$ cat config.mk
export PLATFORM = sky130hd
export DESIGN_NAME = seconds_rtc_calendar_convert
export DESIGN_NICKNAME = d
export VERILOG_FILES = /design/src/design/srcc_pkg.sv /design/src/design/srcc_ctrl.sv /design/src/design/srcc_datapath.sv /design/src/design/seconds_rtc_calendar_convert.sv
export SDC_FILE = /design/constraint.sdc
export NUM_CORES = 2
export LEC_CHECK = 0
export ABC_CLOCK_PERIOD_IN_PS = 10300
export BUFFER_PORTS_ARGS = -buffer_cell sky130_fd_sc_hd__buf_4
export CAP_MARGIN = 10
export CORE_UTILIZATION = 35
export CTS_CLUSTER_SIZE = 30
export DETAILED_ROUTE_END_ITERATION = 6
export PLACE_DENSITY_LB_ADDON = 0.3
export SLEW_MARGIN = 20
export SYNTH_ARGS = -nofsm -noshare
export SYNTH_HDL_FRONTEND = slang
export SYNTH_SLANG_ARGS = --single-unit
export TNS_END_PERCENT = 100
$ cat constraint.sdc
create_clock -name clk_i -period 10.3 [get_ports clk_i]
set_input_delay 2.06 -clock clk_i [delete_from_list [all_inputs] [get_ports clk_i]]
set_output_delay 2.06 -clock clk_i [all_outputs]
set_load 0.005 [all_outputs]
$ cat src/design/srcc_pkg.sv
// shared types, constants and calendar helpers for the seconds-to-calendar rtc
// used by srcc_ctrl, srcc_datapath and the top level seconds_rtc_calendar_convert
// no dependencies
package srcc_pkg;

  localparam int unsigned CountW    = 32;
  localparam int unsigned DaysW     = 16;
  localparam int unsigned KW        = 2;
  localparam int unsigned OutW      = 73;
  localparam int unsigned OutTdataW = 80;
  localparam int unsigned InTdataW  = 32;
  localparam int unsigned ProdW     = CountW + DaysW;

  localparam logic [CountW-1:0] CountAtReset = 32'd720895200;
  localparam logic [11:0]       FirstYear    = 12'd2000;
  localparam logic [DaysW-1:0]  WdayOffset   = 16'd5;

  // request kinds carried on the slave tuser
  typedef enum logic [1:0] {
    REQ_TICK = 2'd0,
    REQ_SET  = 2'd1,
    REQ_READ = 2'd2
  } req_e;

  // datapath operations
  typedef enum logic [3:0] {
    OP_NOP,
    OP_TICK,
    OP_SET,
    OP_LOAD_DAY,
    OP_DIV_EST,
    OP_DIV_REM,
    OP_DIV_FIX,
    OP_LOAD_HOUR,
    OP_LOAD_MIN,
    OP_LOAD_WDAY,
    OP_YEAR_STEP,
    OP_MONTH_STEP,
    OP_OUT_LOAD
  } dp_op_e;

  // divisor selection of the shared reciprocal divider
  typedef enum logic [1:0] {
    DIV_DAY,
    DIV_HOUR,
    DIV_MIN,
    DIV_WEEK
  } div_sel_e;

  // phase counter of one divide: estimate, remainder, correction
  localparam logic [KW-1:0] KDivEst = 2'd2;
  localparam logic [KW-1:0] KDivRem = 2'd1;
  localparam logic [KW-1:0] KDivFix = 2'd0;

  typedef struct packed {
    dp_op_e          op;
    div_sel_e        sel;
  } dp_cmd_t;

  typedef struct packed {
    logic year_done;
    logic month_done;
    logic out_free;
  } dp_status_t;

  function automatic dp_op_e div_op(logic [KW-1:0] k);
    dp_op_e op;
    case (k)
      KDivEst: op = OP_DIV_EST;
      KDivRem: op = OP_DIV_REM;
      default: op = OP_DIV_FIX;
    endcase
    return op;
  endfunction

  function automatic logic [CountW-1:0] div_value(div_sel_e sel);
    logic [CountW-1:0] v;
    case (sel)
      DIV_DAY:  v = 32'd86400;
      DIV_HOUR: v = 32'd3600;
      DIV_MIN:  v = 32'd60;
      DIV_WEEK: v = 32'd7;
      default:  v = 32'd7;
    endcase
    return v;
  endfunction

  // floor(2^32 / divisor); the estimate is low by at most one
  function automatic logic [CountW-1:0] div_recip(div_sel_e sel);
    logic [CountW-1:0] v;
    case (sel)
      DIV_DAY:  v = 32'd49710;
      DIV_HOUR: v = 32'd1193046;
      DIV_MIN:  v = 32'd71582788;
      DIV_WEEK: v = 32'd613566756;
      default:  v = 32'd613566756;
    endcase
    return v;
  endfunction

  // years reachable from a 32-bit count span 2000..2136; 2100 is the only
  // century year in that span that is not a leap year
  function automatic logic is_leap(logic [11:0] y);
    return (y[1:0] == 2'b00) && (y != 12'd2100);
  endfunction

  function automatic logic [4:0] month_len(logic [3:0] mon, logic leap);
    logic [4:0] n;
    case (mon)
      4'd1:    n = leap ? 5'd29 : 5'd28;
      4'd3,
      4'd5,
      4'd8,
      4'd10:   n = 5'd30;
      default: n = 5'd31;
    endcase
    return n;
  endfunction

endpackage

$ cat src/design/srcc_ctrl.sv
// controller state machine of the rtc: sequences tick, set and the read decode
// depends on srcc_pkg; drives srcc_datapath through dp_cmd_t and reads dp_status_t
module srcc_ctrl
  import srcc_pkg::*;
(
  input  logic       clk_i,
  input  logic       rst_ni,
  input  logic       in_valid_i,
  input  logic [1:0] in_kind_i,
  output logic       in_ready_o,
  input  dp_status_t status_i,
  output dp_cmd_t    cmd_o
);

  typedef enum logic [3:0] {
    S_IDLE,
    S_DIV_DAY,
    S_LD_HOUR,
    S_DIV_HOUR,
    S_LD_MIN,
    S_DIV_MIN,
    S_LD_WDAY,
    S_DIV_WDAY,
    S_YEAR,
    S_MONTH,
    S_FINISH
  } state_e;

  state_e        state_q, state_d;
  logic [KW-1:0] k_q, k_d;

  assign in_ready_o = (state_q == S_IDLE);

  always_comb begin
    state_d   = state_q;
    k_d       = k_q;
    cmd_o.op  = OP_NOP;
    cmd_o.sel = DIV_DAY;
    case (state_q)
      S_IDLE: begin
        if (in_valid_i) begin
          case (in_kind_i)
            REQ_TICK: cmd_o.op = OP_TICK;
            REQ_SET:  cmd_o.op = OP_SET;
            REQ_READ: begin
              cmd_o.op = OP_LOAD_DAY;
              k_d      = KDivEst;
              state_d  = S_DIV_DAY;
            end
            default:  cmd_o.op = OP_NOP;
          endcase
        end
      end
      S_DIV_DAY: begin
        cmd_o.op  = div_op(k_q);
        cmd_o.sel = DIV_DAY;
        k_d       = k_q - 1'b1;
        if (k_q == KDivFix) state_d = S_LD_HOUR;
      end
      S_LD_HOUR: begin
        cmd_o.op = OP_LOAD_HOUR;
        k_d      = KDivEst;
        state_d  = S_DIV_HOUR;
      end
      S_DIV_HOUR: begin
        cmd_o.op  = div_op(k_q);
        cmd_o.sel = DIV_HOUR;
        k_d       = k_q - 1'b1;
        if (k_q == KDivFix) state_d = S_LD_MIN;
      end
      S_LD_MIN: begin
        cmd_o.op = OP_LOAD_MIN;
        k_d      = KDivEst;
        state_d  = S_DIV_MIN;
      end
      S_DIV_MIN: begin
        cmd_o.op  = div_op(k_q);
        cmd_o.sel = DIV_MIN;
        k_d       = k_q - 1'b1;
        if (k_q == KDivFix) state_d = S_LD_WDAY;
      end
      S_LD_WDAY: begin
        cmd_o.op = OP_LOAD_WDAY;
        k_d      = KDivEst;
        state_d  = S_DIV_WDAY;
      end
      S_DIV_WDAY: begin
        cmd_o.op  = div_op(k_q);
        cmd_o.sel = DIV_WEEK;
        k_d       = k_q - 1'b1;
        if (k_q == KDivFix) state_d = S_YEAR;
      end
      S_YEAR: begin
        if (status_i.year_done) state_d = S_MONTH;
        else cmd_o.op = OP_YEAR_STEP;
      end
      S_MONTH: begin
        if (status_i.month_done) state_d = S_FINISH;
        else cmd_o.op = OP_MONTH_STEP;
      end
      S_FINISH: begin
        // hold the finished word until the output register frees up
        if (status_i.out_free) begin
          cmd_o.op = OP_OUT_LOAD;
          state_d  = S_IDLE;
        end
      end
      default: state_d = S_IDLE;
    endcase
  end

  always_ff @(posedge clk_i or negedge rst_ni) begin
    if (!rst_ni) begin
      state_q <= S_IDLE;
      k_q     <= '0;
    end else begin
      state_q <= state_d;
      k_q     <= k_d;
    end
  end

endmodule

$ cat src/design/srcc_datapath.sv
// datapath of the rtc: seconds counter, shared reciprocal divider, year and month
// walk, and the output word register; depends on srcc_pkg
module srcc_datapath
  import srcc_pkg::*;
(
  input  logic                 clk_i,
  input  logic                 rst_ni,
  input  dp_cmd_t              cmd_i,
  input  logic [CountW-1:0]    set_value_i,
  output dp_status_t           status_o,
  input  logic                 out_ready_i,
  output logic                 out_valid_o,
  output logic [OutW-1:0]      out_data_o
);

  logic [CountW-1:0] count_q, count_d;
  logic              out_valid_q, out_valid_d;

  logic [CountW-1:0] snap_q;
  logic [CountW-1:0] rem_q;
  logic [DaysW-1:0]  quo_q;
  logic [DaysW-1:0]  days_q;
  logic [DaysW-1:0]  total_days_q;
  logic [11:0]       year_q;
  logic [3:0]        mon_q;
  logic [4:0]        hour_q;
  logic [5:0]        min_q;
  logic [5:0]        sec_q;
  logic [OutW-1:0]   out_q;

  logic [CountW-1:0] dv;
  logic [ProdW-1:0]  est_prod;
  logic [CountW-1:0] back_prod;
  logic              fits;
  logic              leap;
  logic [8:0]        year_len;
  logic [4:0]        mon_len;

  assign dv        = div_value(cmd_i.sel);
  // every dividend times its reciprocal stays below 2^48
  assign est_prod  = ProdW'(rem_q) * ProdW'(div_recip(cmd_i.sel));
  assign back_prod = CountW'(quo_q) * dv;
  assign fits      = (rem_q >= dv);
  assign leap      = is_leap(year_q);
  assign year_len  = leap ? 9'd366 : 9'd365;
  assign mon_len   = month_len(mon_q, leap);

  assign status_o.year_done  = (days_q < DaysW'(year_len));
  assign status_o.month_done = (days_q < DaysW'(mon_len)) || (mon_q == 4'd11);
  assign status_o.out_free   = !out_valid_q || out_ready_i;

  assign out_valid_o = out_valid_q;
  assign out_data_o  = out_q;

  always_comb begin
    count_d     = count_q;
    out_valid_d = out_valid_q;
    if (out_valid_q && out_ready_i) out_valid_d = 1'b0;
    case (cmd_i.op)
      OP_TICK:     count_d = count_q + 1'b1;
      OP_SET:      count_d = set_value_i;
      OP_OUT_LOAD: out_valid_d = 1'b1;
      default:     ;
    endcase
  end

  always_ff @(posedge clk_i or negedge rst_ni) begin
    if (!rst_ni) begin
      count_q     <= CountAtReset;
      out_valid_q <= 1'b0;
    end else begin
      count_q     <= count_d;
      out_valid_q <= out_valid_d;
    end
  end

  always_ff @(posedge clk_i) begin
    case (cmd_i.op)
      OP_LOAD_DAY: begin
        snap_q <= count_q;
        rem_q  <= count_q;
        quo_q  <= '0;
        year_q <= FirstYear;
        mon_q  <= '0;
      end
      OP_DIV_EST: begin
        quo_q <= est_prod[CountW +: DaysW];
      end
      OP_DIV_REM: begin
        rem_q <= rem_q - back_prod;
      end
      OP_DIV_FIX: begin
        // estimate may be one short
        if (fits) begin
          rem_q <= rem_q - dv;
          quo_q <= quo_q + 1'b1;
        end
      end
      OP_LOAD_HOUR: begin
        // remainder left in rem_q is the time of day
        days_q       <= quo_q;
        total_days_q <= quo_q;
        quo_q        <= '0;
      end
      OP_LOAD_MIN: begin
        hour_q <= quo_q[4:0];
        quo_q  <= '0;
      end
      OP_LOAD_WDAY: begin
        min_q <= quo_q[5:0];
        sec_q <= rem_q[5:0];
        rem_q <= CountW'(total_days_q + WdayOffset);
        quo_q <= '0;
      end
      OP_YEAR_STEP: begin
        days_q <= days_q - DaysW'(year_len);
        year_q <= year_q + 1'b1;
      end
      OP_MONTH_STEP: begin
        days_q <= days_q - DaysW'(mon_len);
        mon_q  <= mon_q + 1'b1;
      end
      OP_OUT_LOAD: begin
        // rem_q holds the weekday after the divide by seven
        out_q <= {rem_q[2:0], year_q, mon_q + 4'd1, days_q[4:0] + 5'd1,
                  hour_q, min_q, sec_q, snap_q};
      end
      default: ;
    endcase
  end

endmodule

$ cat src/design/seconds_rtc_calendar_convert.sv
// top level of the seconds-count rtc with calendar decode
// depends on srcc_pkg, srcc_ctrl and srcc_datapath
//
// channel  dir  tdata                          tuser
// s_axis   in   set_value[31:0]                req_type[1:0]
// m_axis   out  seconds_total..weekday, 80b    -
//
// tick and set are taken while idle and produce no word
// a read runs four reciprocal divides (estimate, remainder and correction each),
// then the year walk and the month walk, up to its result
// s_axis_tready_o stays low while a read is decoded; a finished word waits until the
// output register is free, and the input reopens once that register is loaded
// reset loads the count with 2022-11-04 16:40:00 and empties the output register
module seconds_rtc_calendar_convert
  import srcc_pkg::*;
(
  input  logic                  clk_i,
  input  logic                  rst_ni,
  input  logic                  s_axis_tvalid_i,
  output logic                  s_axis_tready_o,
  input  logic [InTdataW-1:0]   s_axis_tdata_i,   // set_value[31:0]
  input  logic [1:0]            s_axis_tuser_i,   // req_type[1:0]
  output logic                  m_axis_tvalid_o,
  input  logic                  m_axis_tready_i,
  // seconds_total[31:0], second_of_minute[37:32], minute_of_hour[43:38],
  // hour_of_day[48:44], day_of_month[53:49], month_number[57:54],
  // year_number[69:58], weekday[72:70], zero[79:73]
  output logic [OutTdataW-1:0]  m_axis_tdata_o
);

  dp_cmd_t         cmd;
  dp_status_t      status;
  logic [OutW-1:0] out_data;

  srcc_ctrl u_ctrl (
    .clk_i      (clk_i),
    .rst_ni     (rst_ni),
    .in_valid_i (s_axis_tvalid_i),
    .in_kind_i  (s_axis_tuser_i),
    .in_ready_o (s_axis_tready_o),
    .status_i   (status),
    .cmd_o      (cmd)
  );

  srcc_datapath u_dp (
    .clk_i       (clk_i),
    .rst_ni      (rst_ni),
    .cmd_i       (cmd),
    .set_value_i (s_axis_tdata_i),
    .status_o    (status),
    .out_ready_i (m_axis_tready_i),
    .out_valid_o (m_axis_tvalid_o),
    .out_data_o  (out_data)
  );

  assign m_axis_tdata_o = {(OutTdataW - OutW)'(0), out_data};

endmodule

==> metrics <==
commonest non-fill, non-tap cell in the layout inv_1; Post-Route Utilization around 38%; Initial DRC Count 2204; Worst Clk Skew approximately 21 ps; Pre-antenna DRT Iters 6; Worst-path clk slew about 60 ps; Final period util ~94%; CP Capture Type flip-flop; clk sinks 257; Tot GR Track Use between 20% and 30%; Gates resized, CTS repair 0; initial core utilization a little over a third; Fill cells about 12000; hold_buf cts 0; die height 347 µm; Max clock buf depth 3; PnR worst setup slack roughly 640 ps; setup tns final 0 ps; gpl congestion just over 0.9; CP Class flip-flop to flip-flop; worst skew pair latency about 570 ps; Fmax about 100 MHz; fin area 45400 µm²; Distinct cells, synth 85; grt ovf 0; routed via count a little under 30000; IO Pins 120; CP startpoint kind flip-flop; global-route wire length before repair 184000 µm; # DRC 0; P&R area growth vs syn 9.04%; max cap viols 0; final hold violation count 0; synthesized cell area about 42000 µm²; Root Driver clkbuf_16; EDFF count, synth 218; Synth Flop Type edfxtp_1; Syn Inst Count roughly 4200; cell taking the most area after synthesis fa_1; Synth top area share about a third; vias in the first global route 30200; Final ANT Viol Nets 0; Hold Path Class flip-flop to flip-flop; CP dominant cell by count fa_1; CP arrival ~10000 ps; Reg2Reg Setup Slack roughly 640 ps; asr flop ratio synth between 15 and 20%; largest net degree at the start of global routing 75; Ys Warns 0; Synth area leaders fa_1, ha_1, edfxtp_1; #FFs+latches synth between 200 and 300; # rows 126; commonest cells after routing, fill and taps aside inv_1, fa_1, ha_1; core box area roughly 120000 µm²; critical path required time approximately 11000 ps; postcts setup bufs 0; Max stage delay on crit path between 500 and 600 ps; area of the die 120000 µm²; Crit-path slowest cell a2111oi_0; fin crit period just under 10000 ps; status finished clean; HPWL Detailed about 100000 µm; DP Worst Slack 643 ps; post-synthesis sequential area ratio 18.1%; Slew Viols, Final 0; placed inst area about 44000 µm²; slew margin rel. 18.0%; routed vias/inst ~5; H-tree levels 1; CP max FO 15; Port Buffers 112; share of layout cells above drive strength 1 6.59%; RSZ-0062 raised after global routing no; endpoints failing setup 0; final wirelength approximately 120000 µm; CTS tree built; Final nets about 5600; post-synthesis area per instance between 9 and 10 µm²; Die W 347 µm; Tightest Pin Transition about 1200 ps; initial antenna violation count 3; CTS Buf Count 29; routed wire length per instance around 20 µm
==> final cells by class <==
cell class                      instances  area [µm²]  share of cell area [%]
Tap cell                             1536        1920                    4.23
Inverter                             1117        4190                    9.24
Antenna cell                            2        5.00                  0.0110
Clock buffer                           32         747                    1.65
Timing Repair Buffer                  183        1370                    3.03
Sequential cell                       257        7550                    16.6
Clock inverter                         21         193                   0.425
Multi-Input combinational cell       2744       29400                    64.8
==> cell usage after synthesis (all sizes together) (34+ instances only) <==
master	n
inv	1104
fa	680
ha	552
nor2	247
nand2	242
edfxtp	218
xnor2	127
clkbuf	118
and2	116
o21ai	101
a21oi	92
xor2	54
nor2b	53
nor3	44
nand3	39
a31oi	34
==> state kept, by name, summed over array words and instances, names as in the netlist, 5 cells and up <==
| register | flops |
|---|---|
| u_dp.total_days_q | 16 |
| u_dp.snap_q | 32 |
| u_dp.hour_q | 5 |
| u_dp.days_q | 16 |
| u_dp.out_data_o | 73 |
| u_dp.quo_q | 16 |
| u_dp.count_q | 32 |
| u_dp.sec_q | 6 |
| u_dp.min_q | 6 |
| u_dp.rem_q | 32 |
| u_dp.year_q | 12 |
==> per-stage QoR <==
step,hold WS (ps),instances
after floorplan,400,4254
after global placement,401,5837
after detailed placement,405,5837
after CTS,415,5890
after global routing,426,5890
final,415,5892
==> cell families after synthesis <==
group           share of synthesized area, %
buf+inv                                 11.4
fa+ha+maj                               49.3
simple gates                            10.0
compound gates                          7.32
flops                                   18.1
xor+xnor                                3.81
mux                                   0.0481
other cells                          0.00901
==> final timing paths <==
kind                                    from                  end  depth (start not counted)
max                        u_ctrl.state_q[3]       u_dp.quo_q[15]                         29
min                          u_dp.snap_q[27]  u_dp.out_data_o[27]                          0
max reg2reg                u_ctrl.state_q[3]       u_dp.quo_q[15]                         29
min reg2reg                  u_dp.snap_q[27]  u_dp.out_data_o[27]                          0
max in group asynchronous             rst_ni      u_dp.count_q[6]                          1
min in group asynchronous             rst_ni     u_dp.count_q[28]                          1
==> layer usage <==
layer	GRT usage, %	routed length [µm]	vias to the layer above
li1	-	-	13500
met1	28.9	53900	14800
met2	32.5	55300	970
met3	2.04	7560	142
met4	4.34	2680	0
met5	0	0	-
==> worst max-delay path, delay by kind of cell (launching register included) <==
family | cells | cell delay [ps]
AOI/OAI and AO/OA | 5 | 1440
xor gates and xnor gates | 1 | 150
adders and majority gates | 10 | 4770
buffers and inverters | 7 | 850
DFF | 1 | 370
and+or+nand+nor | 6 | 1830
Power is left out: the tool's default activity adds up to more than one toggle a clock period on the data nets, which glitch-free logic cannot reach.
